$ cat config.mk
export PLATFORM = sky130hd
export DESIGN_NAME = sensor_frame_deframer
export DESIGN_NICKNAME = d
export VERILOG_FILES = /design/src/design/sfd_pkg.sv /design/src/design/sfd_front.sv /design/src/design/sfd_back.sv /design/src/design/sensor_frame_deframer.sv
export SDC_FILE = /design/constraint.sdc
export NUM_CORES = 1
export LEC_CHECK = 0
export BUFFER_PORTS_ARGS = -buffer_cell sky130_fd_sc_hd__buf_2
export CAP_MARGIN = 10
export CORE_MARGIN = 2
export CORE_UTILIZATION = 55
export CTS_CLUSTER_SIZE = 24
export DETAILED_ROUTE_END_ITERATION = 6
export GPL_TIMING_DRIVEN = 0
export HOLD_SLACK_MARGIN = 0.1
export PLACE_DENSITY = 0.74
export SYNTH_ARGS = -nofsm -noshare
export SYNTH_HDL_FRONTEND = slang
export SYNTH_HIERARCHICAL = 1
export SYNTH_SLANG_ARGS = --single-unit
$ cat constraint.sdc
create_clock -name clk_i -period 62.4 [get_ports clk_i]
set_clock_uncertainty 0.05 [all_clocks]
set_input_delay 0 -clock clk_i [delete_from_list [all_inputs] [get_ports clk_i]]
set_output_delay 0 -clock clk_i [all_outputs]
set_load 0.005 [all_outputs]
$ cat src/design/sfd_pkg.sv
// ----------------------------------------------------------------------------
// sfd_pkg
// Shared constants and types for the sensor frame deframer.
// ----------------------------------------------------------------------------
`default_nettype none

package sfd_pkg;

  localparam logic [7:0]  HdrByte = 8'hAA;
  localparam logic [7:0]  HdrSum  = 8'h54;
  localparam logic [7:0]  RecBytes = 8'd34;
  localparam int unsigned RecW    = 272;

  typedef logic [RecW-1:0] rec_t;

  typedef struct packed {
    logic valid;
    rec_t data;
  } rec_push_t;

endpackage

`default_nettype wire

$ cat src/design/sfd_front.sv
// ----------------------------------------------------------------------------
// sfd_front
// Per-word frame parser: header hunt, checksum and payload capture.
// ----------------------------------------------------------------------------
`default_nettype none

module sfd_front (
  input  wire logic              clk_i,
  input  wire logic              rst_ni,
  input  wire logic              valid_i,
  input  wire logic [7:0]        rx_byte_i,
  output sfd_pkg::rec_push_t     push_o
);
  import sfd_pkg::*;

  localparam logic [2:0] PhHunt1 = 3'd0;
  localparam logic [2:0] PhHunt2 = 3'd1;
  localparam logic [2:0] PhCode  = 3'd2;
  localparam logic [2:0] PhLen   = 3'd3;
  localparam logic [2:0] PhData  = 3'd4;
  localparam logic [2:0] PhSum   = 3'd5;

  logic [2:0] phase_q, phase_d;
  logic [7:0] sum_q, sum_d;
  logic [7:0] len_q, len_d;
  logic [7:0] cnt_q, cnt_d;
  rec_t       shift_q, shift_d;
  logic [7:0] cnt_inc;

  assign cnt_inc = cnt_q + 8'd1;

  always_comb begin
    phase_d = phase_q;
    sum_d   = sum_q;
    len_d   = len_q;
    cnt_d   = cnt_q;
    shift_d = shift_q;
    if (valid_i) begin
      unique case (phase_q)
        PhHunt2: begin
          if (rx_byte_i == HdrByte) begin
            sum_d   = HdrSum;
            phase_d = PhCode;
          end else begin
            phase_d = PhHunt1;
          end
        end
        PhCode: begin
          sum_d   = sum_q + rx_byte_i;
          phase_d = PhLen;
        end
        PhLen: begin
          sum_d   = sum_q + rx_byte_i;
          len_d   = rx_byte_i;
          cnt_d   = 8'd0;
          phase_d = (rx_byte_i == 8'd0) ? PhSum : PhData;
        end
        PhData: begin
          sum_d = sum_q + rx_byte_i;
          if (cnt_q < RecBytes) begin
            shift_d = {shift_q[RecW-9:0], rx_byte_i};
          end
          cnt_d = cnt_inc;
          if (cnt_inc == len_q) begin
            phase_d = PhSum;
          end
        end
        PhSum: begin
          phase_d = PhHunt1;
        end
        default: begin
          phase_d = (rx_byte_i == HdrByte) ? PhHunt2 : PhHunt1;
        end
      endcase
    end
  end

  always_ff @(posedge clk_i or negedge rst_ni) begin
    if (!rst_ni) begin
      phase_q <= PhHunt1;
      sum_q   <= 8'd0;
      len_q   <= 8'd0;
      cnt_q   <= 8'd0;
    end else begin
      phase_q <= phase_d;
      sum_q   <= sum_d;
      len_q   <= len_d;
      cnt_q   <= cnt_d;
    end
  end

  // payload shift line, byte 0 ends up in the top bits
  always_ff @(posedge clk_i) begin
    shift_q <= shift_d;
  end

  assign push_o.valid = valid_i && (phase_q == PhSum) && (rx_byte_i == sum_q) &&
                        (len_q >= RecBytes);
  assign push_o.data  = shift_q;

  a_push_from_sum: assert property (@(posedge clk_i) disable iff (!rst_ni)
    push_o.valid |-> (phase_q == PhSum) && valid_i)
    else $error("record pushed outside checksum phase");

  a_hunt_after_push: assert property (@(posedge clk_i) disable iff (!rst_ni)
    push_o.valid |=> (phase_q == PhHunt1))
    else $error("parser not hunting after record");

  a_data_len_nonzero: assert property (@(posedge clk_i) disable iff (!rst_ni)
    (phase_q == PhData) |-> (len_q != 8'd0) && (cnt_q < len_q))
    else $error("payload count out of range");

endmodule

`default_nettype wire

$ cat src/design/sfd_back.sv
// ----------------------------------------------------------------------------
// sfd_back
// Record queue and field decode towards the result side.
// ----------------------------------------------------------------------------
`default_nettype none

module sfd_back #(
  parameter int unsigned Depth = 2
) (
  input  wire logic                clk_i,
  input  wire logic                rst_ni,
  input  wire sfd_pkg::rec_push_t  push_i,
  input  wire logic                pop_i,
  output logic                     full_o,
  output logic                     empty_o,
  output logic signed [31:0]       odom_left_o,
  output logic signed [31:0]       odom_right_o,
  output logic signed [15:0]       speed_left_o,
  output logic signed [15:0]       speed_right_o,
  output logic [31:0]              sonar_one_o,
  output logic [31:0]              sonar_two_o,
  output logic [31:0]              sonar_three_o,
  output logic [31:0]              infrared_one_o,
  output logic [31:0]              infrared_two_o,
  output logic [7:0]               switch_one_o,
  output logic [7:0]               switch_two_o
);
  import sfd_pkg::*;

  localparam int unsigned PtrW = (Depth > 1) ? $clog2(Depth) : 1;
  localparam int unsigned CntW = $clog2(Depth + 1);
  localparam logic [PtrW-1:0] PtrLast = PtrW'(Depth - 1);
  localparam logic [CntW-1:0] CntFull = CntW'(Depth);

  rec_t            mem_q [Depth];
  logic [PtrW-1:0] wr_ptr_q, rd_ptr_q;
  logic [CntW-1:0] cnt_q;
  logic            do_pop;
  rec_t            head;

  assign full_o  = (cnt_q == CntFull);
  assign empty_o = (cnt_q == '0);
  assign do_pop  = pop_i && !empty_o;

  always_ff @(posedge clk_i or negedge rst_ni) begin
    if (!rst_ni) begin
      wr_ptr_q <= '0;
      rd_ptr_q <= '0;
      cnt_q    <= '0;
    end else begin
      if (push_i.valid) begin
        wr_ptr_q <= (wr_ptr_q == PtrLast) ? '0 : wr_ptr_q + 1'b1;
      end
      if (do_pop) begin
        rd_ptr_q <= (rd_ptr_q == PtrLast) ? '0 : rd_ptr_q + 1'b1;
      end
      if (push_i.valid && !do_pop) begin
        cnt_q <= cnt_q + 1'b1;
      end else if (!push_i.valid && do_pop) begin
        cnt_q <= cnt_q - 1'b1;
      end
    end
  end

  always_ff @(posedge clk_i) begin
    if (push_i.valid) begin
      mem_q[wr_ptr_q] <= push_i.data;
    end
  end

  assign head = mem_q[rd_ptr_q];

  assign odom_left_o    = signed'(head[271:240]);
  assign odom_right_o   = signed'(head[239:208]);
  assign speed_left_o   = signed'(head[207:192]);
  assign speed_right_o  = signed'(head[191:176]);
  assign sonar_one_o    = head[175:144];
  assign sonar_two_o    = head[143:112];
  assign sonar_three_o  = head[111:80];
  assign infrared_one_o = head[79:48];
  assign infrared_two_o = head[47:16];
  assign switch_one_o   = head[15:8];
  assign switch_two_o   = head[7:0];

  a_cnt_bound: assert property (@(posedge clk_i) disable iff (!rst_ni)
    cnt_q <= CntFull)
    else $error("queue count above depth");

  a_no_push_full: assert property (@(posedge clk_i) disable iff (!rst_ni)
    push_i.valid |-> !full_o)
    else $error("record pushed into full queue");

  a_pop_drains: assert property (@(posedge clk_i) disable iff (!rst_ni)
    (do_pop && !push_i.valid) |=> (cnt_q == $past(cnt_q) - 1'b1))
    else $error("queue count not reduced on pop");

endmodule

`default_nettype wire

$ cat src/design/sensor_frame_deframer.sv
// ----------------------------------------------------------------------------
// sensor_frame_deframer
// Serial sensor frame parser with a queued record output.
// ----------------------------------------------------------------------------
// Takes one received word per cycle with no gaps needed: 0xAA 0xAA, function
// code, length, payload and an additive 8-bit checksum. A frame whose checksum
// matches and whose payload holds at least 34 bytes yields one record, decoded
// big-endian from payload bytes 0 to 33; all other frames are dropped. The
// record is available on the cycle after its checksum word is taken. Records
// wait in a QueueDepth-entry queue; full_o is raised only while that queue is
// full, and then no word is taken until a record is popped.
// ----------------------------------------------------------------------------
`default_nettype none

module sensor_frame_deframer #(
  parameter int unsigned QueueDepth = 2
) (
  input  wire logic                clk_i,
  input  wire logic                rst_ni,
  input  wire logic                push,
  output logic                     full,
  input  wire logic [7:0]          rx_byte_i,
  output logic                     empty,
  input  wire logic                pop,
  output logic signed [31:0]       odom_left_o,
  output logic signed [31:0]       odom_right_o,
  output logic signed [15:0]       speed_left_o,
  output logic signed [15:0]       speed_right_o,
  output logic [31:0]              sonar_one_o,
  output logic [31:0]              sonar_two_o,
  output logic [31:0]              sonar_three_o,
  output logic [31:0]              infrared_one_o,
  output logic [31:0]              infrared_two_o,
  output logic [7:0]               switch_one_o,
  output logic [7:0]               switch_two_o
);
  import sfd_pkg::*;

  logic      accept;
  rec_push_t rec_push;

  assign accept = push && !full;

  sfd_front u_front (
    .clk_i     (clk_i),
    .rst_ni    (rst_ni),
    .valid_i   (accept),
    .rx_byte_i (rx_byte_i),
    .push_o    (rec_push)
  );

  sfd_back #(
    .Depth (QueueDepth)
  ) u_back (
    .clk_i          (clk_i),
    .rst_ni         (rst_ni),
    .push_i         (rec_push),
    .pop_i          (pop),
    .full_o         (full),
    .empty_o        (empty),
    .odom_left_o    (odom_left_o),
    .odom_right_o   (odom_right_o),
    .speed_left_o   (speed_left_o),
    .speed_right_o  (speed_right_o),
    .sonar_one_o    (sonar_one_o),
    .sonar_two_o    (sonar_two_o),
    .sonar_three_o  (sonar_three_o),
    .infrared_one_o (infrared_one_o),
    .infrared_two_o (infrared_two_o),
    .switch_one_o   (switch_one_o),
    .switch_two_o   (switch_two_o)
  );

endmodule

`default_nettype wire
* After elaboration in Yosys (flattened, before gate mapping)
Memories as Yosys holds them, arrays and structs flattened. Index checks and enable logic that the tools add are counted.
Operators by class: add/sub/neg operators 6, $mul 0, divide/modulo/power cells 0, order comparisons 2, equality and inequality tests 11, shifts and indexed selects 0, mux-type cells 14, bitwise operators 0, reductions and logical operators 22
Operator list (number):
- case mux 8 bit (2 select lines) | 2
- == test 8 bit | 2
- case mux 3 bit (5 select lines) | 1
- adder 8 x 1 -> 8 bit (second input constant) | 1
- adder 8 bit | 1
- == test 8 bit (second input constant) | 1
- greater-or-equal comparator 8 x 6 -> 1 bit (second input constant) | 1
- zero test 8 bit | 1
- less-than comparator 8 x 6 -> 1 bit (second input constant) | 1
- two-way mux 8 bit | 1
- logical AND 1 bit | 7
- == test 3 x 2 -> 1 bit (second input constant) | 2
- == test 3 bit (second input constant) | 2
- two-way mux 1 bit | 6
- two-way mux 2 bit | 3
- AND reduction 2 bit | 3
- AND reduction 3 bit | 2
- nonzero test 2 bit | 3
- zero test 1 bit | 4
- inequality test 2 x 1 -> 1 bit (second input constant) | 2
- == test 3 x 1 -> 1 bit (second input constant) | 1
- two-way mux 3 bit | 1
- OR reduction 3 bit | 1
- adder 1 bit (second input constant) | 2
- 4 further kinds | 4
Word-level totals: register bits 303, bits in latches 0, bits in writable memories 544, ROM bits 0, memories 1
Memory list:
- u_back.mem_q | words 2, width 272, read ports 1, clocked after memory_dff 0, write ports 1, line sfd_back.sv:35 | rec_t mem_q [Depth];

* Depth between registers and ports, before layout
depth after elaboration 10, depth in mapped cells 10, mapped depth without buffers 9

* Cells and area by module
Netlist, hierarchy kept.
Modules (own cells, without submodules):
- sfd_back | instances 1, cells each 862, area each 19979.2 um2
- sfd_front | instances 1, cells each 477, area each 10029.6 um2
- sensor_frame_deframer | instances 1, cells each 1, area each 13.8 um2

* Worst setup path after synthesis
No wires, ideal clock.
path kind reg-to-reg, start reg u_back.cnt_q[1], end reg u_front.shift_q[0] (enable), setup time 2.342 ns, arrival 42.962 ns, data required time 60.008 ns, slack 17.046 ns, stages on the path, launching flop included 7, clock period less this slack 45.354 ns, cells stage by stage dfrtp_1 > nor2b_1 > nor2b_4 > buf_6 > nand4bb_1 > clkbuf_1 > a2111oi_0
On the way: longest elaborated chain between the ends 4
RTL lines:
- start, declared | line sfd_back.sv:37 | logic [CntW-1:0] cnt_q;
- start signal, assigned | line sfd_back.sv:58 | cnt_q <= cnt_q + 1'b1;
- start signal, assigned | line sfd_back.sv:60 | cnt_q <= cnt_q - 1'b1;
- == test 2 bit | line sfd_back.sv:41 | assign full_o = (cnt_q == CntFull);
- named net full | line sensor_frame_deframer.sv:21 | output logic full,
- zero test 1 bit | line sensor_frame_deframer.sv:42 | assign accept = push && !full;
- logical AND 1 bit | line sensor_frame_deframer.sv:42
- named net accept | line sensor_frame_deframer.sv:39 | logic accept;
- AND reduction 3 bit (no source line)
- end signal, assigned | line sfd_front.sv:94 | shift_q <= shift_d;
- end, declared | line sfd_front.sv:27 | rec_t shift_q, shift_d;
The timed path passes the listed nets, and every way through them passes these cells. A chain may end at the register's enable or synchronous reset.

==> metrics.cfg <==
[setup_path]
slowest_delay_ns=0.83
critPathKind=register to register
crit_fanout=29
cpMaxStageDelayCell=nor2b_4
timing.critical_path.to_type=register
worstPathArrival_ns=4.33
path_common_cell=buf_12
critPathRequiredTime_ns=62.66
path_cells=ha_1 > or4_1 > or4_1 > a21oi_1 > nor2b_4 > buf_12 > buf_12 > buf_12
start_kind=register

[final_layout]
seqCellArea_um2=25300
diodes=0
layout_common_cells=edfxtp_1 (816), buf_2 (304), mux2_2 (280)
area_delta_synth_final_pct=19.0
drive_gt1_share_pct=42.1
num-fill-cells=3400
nets=1807
multi_input_area_um2=4270
layout_commonest_cell=edfxtp_1

[clock_tree]
cts.sinks=847
clk_pin_slew_ns=0.06
cts_resized=0
cts_root_buf=clkbuf_16
post-cts-setup-buffers=0
tritoncts=yes
hold_buffers=17
cts.path.max_buffers=3
insertion_delay_ns=0.63
h-tree-depth=3
numCtsBuffers=82

[timing]
worstMarginPinSlew_ns=0.936
hold_viol_final=0
drv_slew=0
fin_setup_tns_ns=0
fmax_mhz=246
period_minus_slack_ns=4.07
slew_headroom_pct=37.5
rsz0062_at_grt=false
finalSetupViolCount=0
period_share_pct=6.52

[logic_synthesis]
synth-seq-cells=847
synth_top_cell_area_share_pct=81.6
synth_ff_type=edfxtp_1
synth_cell_type_count=50
synth_top_family_by_area=multiplexers
synthCells=1340
synth-edff-count=816
synthMuxAreaShare_pct=10.5
synth_compound_area_share_pct=1.10
synth.area.top_cells=edfxtp_1 (82%), mux2_2 (11%), dfrtp_1 (2.6%)
synth_adder_area_share_pct=0.442
synthArstFlopShare_pct=3.66
synth.largest_area_cell=edfxtp_1
synth_xor_area_share_pct=0.554
syn_nets=1362
syn_area_per_cell_um2=22.4
synth-simple-area-share_pct=1.58
ys_warn_count=6
ys_seq_area_share_pct=84.2
syn_area_um2=30000

[run_status]
status=completed

[route]
firstDrtPassIters=4
drt-wirelength-per-cell_um=21.8
via_per_inst=5.34
drt.antenna.violating_nets=0
drt_iter0_drc=975
drc=0
vias=13600
wirelength_um=55600

[die]
core-area_um2=53900
start_util_pct=55.7
die_w_um=238
fp.dieH_um=238
rows=85
dieArea_um2=56500
ios=286

[grt]
grt_pass1_wl_um=83000
overflow=0
antenna_found_initial=0
met3_usage_pct=5.88
grtUsageMet1_pct=25.0
grt_pass1_vias=13900
grt_max_degree=65
grt_use_met2_pct=33.0
track_usage_pct=19.8
busiest_layer=met2

[power_and_ir_drop]
leakage_nw=12.3
finalPower_w=0.00109
power_density_nw_per_um2=30.5
max-vdd-ir-drop_mv=0.0308

[place]
port_buffers=285
dp_hpwl_um=36900
place_congestion=0.794

[min_path]
holdCritPathClass=input pin to register

[flow_run]
maxCapViolations=0

flip-flops by register name (all words and copies together) (netlist names):
signal           cells
u_back/mem_q       544
u_front/sum_q        8
u_back/rd_ptr_q      1
u_back/cnt_q         2
u_back/wr_ptr_q      1
u_front/phase_q      3
u_front/shift_q    272
u_front/len_q        8
u_front/cnt_q        8
area by class of cell:
class	instances	area share, %
inverters	6	0.0630
multi-input cells	447	12.0
clock inverters	50	1.22
clock buffers	101	6.00
repair buffers	361	6.25
well taps	696	2.44
plain buffers	40	1.30
flip-flops and latches	847	70.8
critical path, delay by kind of cell, from the launching register on:
family	cells	cell delay (ns)
buffers and inverters	3	0.72
AOI/OAI and AO/OA	1	0.35
adders and majority gates	1	0.34
and+or+nand+nor	3	1.88
DFF	1	0.38
final timing paths:
path	end	slack [ns]	depth (start not counted)	from
worst max-delay path	u_back/mem_q[0][263]$_DFFE_PP_	58.33	8	u_front/sum_q[6]$_DFFE_PN0P_
worst min-delay path	u_front/shift_q[3]$_DFFE_PP_	0.17	2	rx_byte_i[3]
worst max register to register	u_back/mem_q[0][263]$_DFFE_PP_	58.33	8	u_front/sum_q[6]$_DFFE_PN0P_
worst min register to register	u_back/mem_q[1][268]$_DFFE_PP_	0.40	0	u_front/shift_q[268]$_DFFE_PP_
max in group asynchronous	u_front/cnt_q[4]$_DFFE_PN0P_	61.71	4	rst_ni
min in group asynchronous	u_front/phase_q[2]$_DFFE_PN0P_	0.39	4	rst_ni
metrics by stage:
| stage | setup WS, ns | cells | area [µm²] | hold slack [ns] | util, % |
|---|---|---|---|---|---|
| after floorplan | 17.05 | 1340 | 30000 | -0.346 | - |
| final | 58.33 | 2548 | 35700 | 0.169 | 66.2 |
| after CTS | 58.27 | 2548 | 35700 | 0.107 | 66.2 |
| after global placement | -8.80 | 2321 | 32300 | 0.0789 | 59.9 |
| after detailed placement | 58.26 | 2380 | 33000 | 0.0846 | 61.1 |
| after global routing | 58.12 | 2548 | 35700 | 0.161 | 66.2 |
Yosys cell counts, types with 2 or more instances:
cell type  number
nand2b_1        3
buf_2           2
or4_1           4
nor3b_1         3
nor2_1         10
a21oi_1         5
clkbuf_8       22
mux2_2        280
nand3_1         8
and2_1          4
edfxtp_1      816
nand3b_1        3
a31oi_1         3
buf_6          12
o31ai_1         2
nor4_1          2
o2111ai_1       2
o21ai_0        24
and3_1          4
nor3_1          4
dfrtp_1        31
xnor2_1         8
nor2b_1         6
inv_1           6
o21a_1          4
xor2_1         11
clkbuf_1        4
ha_1            9
o41ai_1         3
nand2_1        25
logic make-up (layout without fill, tap and decap cells):
family,after synthesis,count (layout)
simple gates,86,86
buf+inv,46,558
compound gates,52,52
xor+xnor,19,19
fa+ha+maj,10,10
mux,280,280
flops,847,847
per-layer routing:
layer | wire [µm] | vias to the layer above
li1 | - | 6220
met1 | 22400 | 6918
met2 | 27800 | 370
met3 | 3920 | 101
met4 | 1440 | 0
met5 | 0 | -
power by group:
group | switching (W) | internal [W]
combinational | 0.00000317 | 0.00000270
sequential | 0.000000270 | 0.000614
clock | 0.000204 | 0.000264
(Power assumes the default switching activity.)
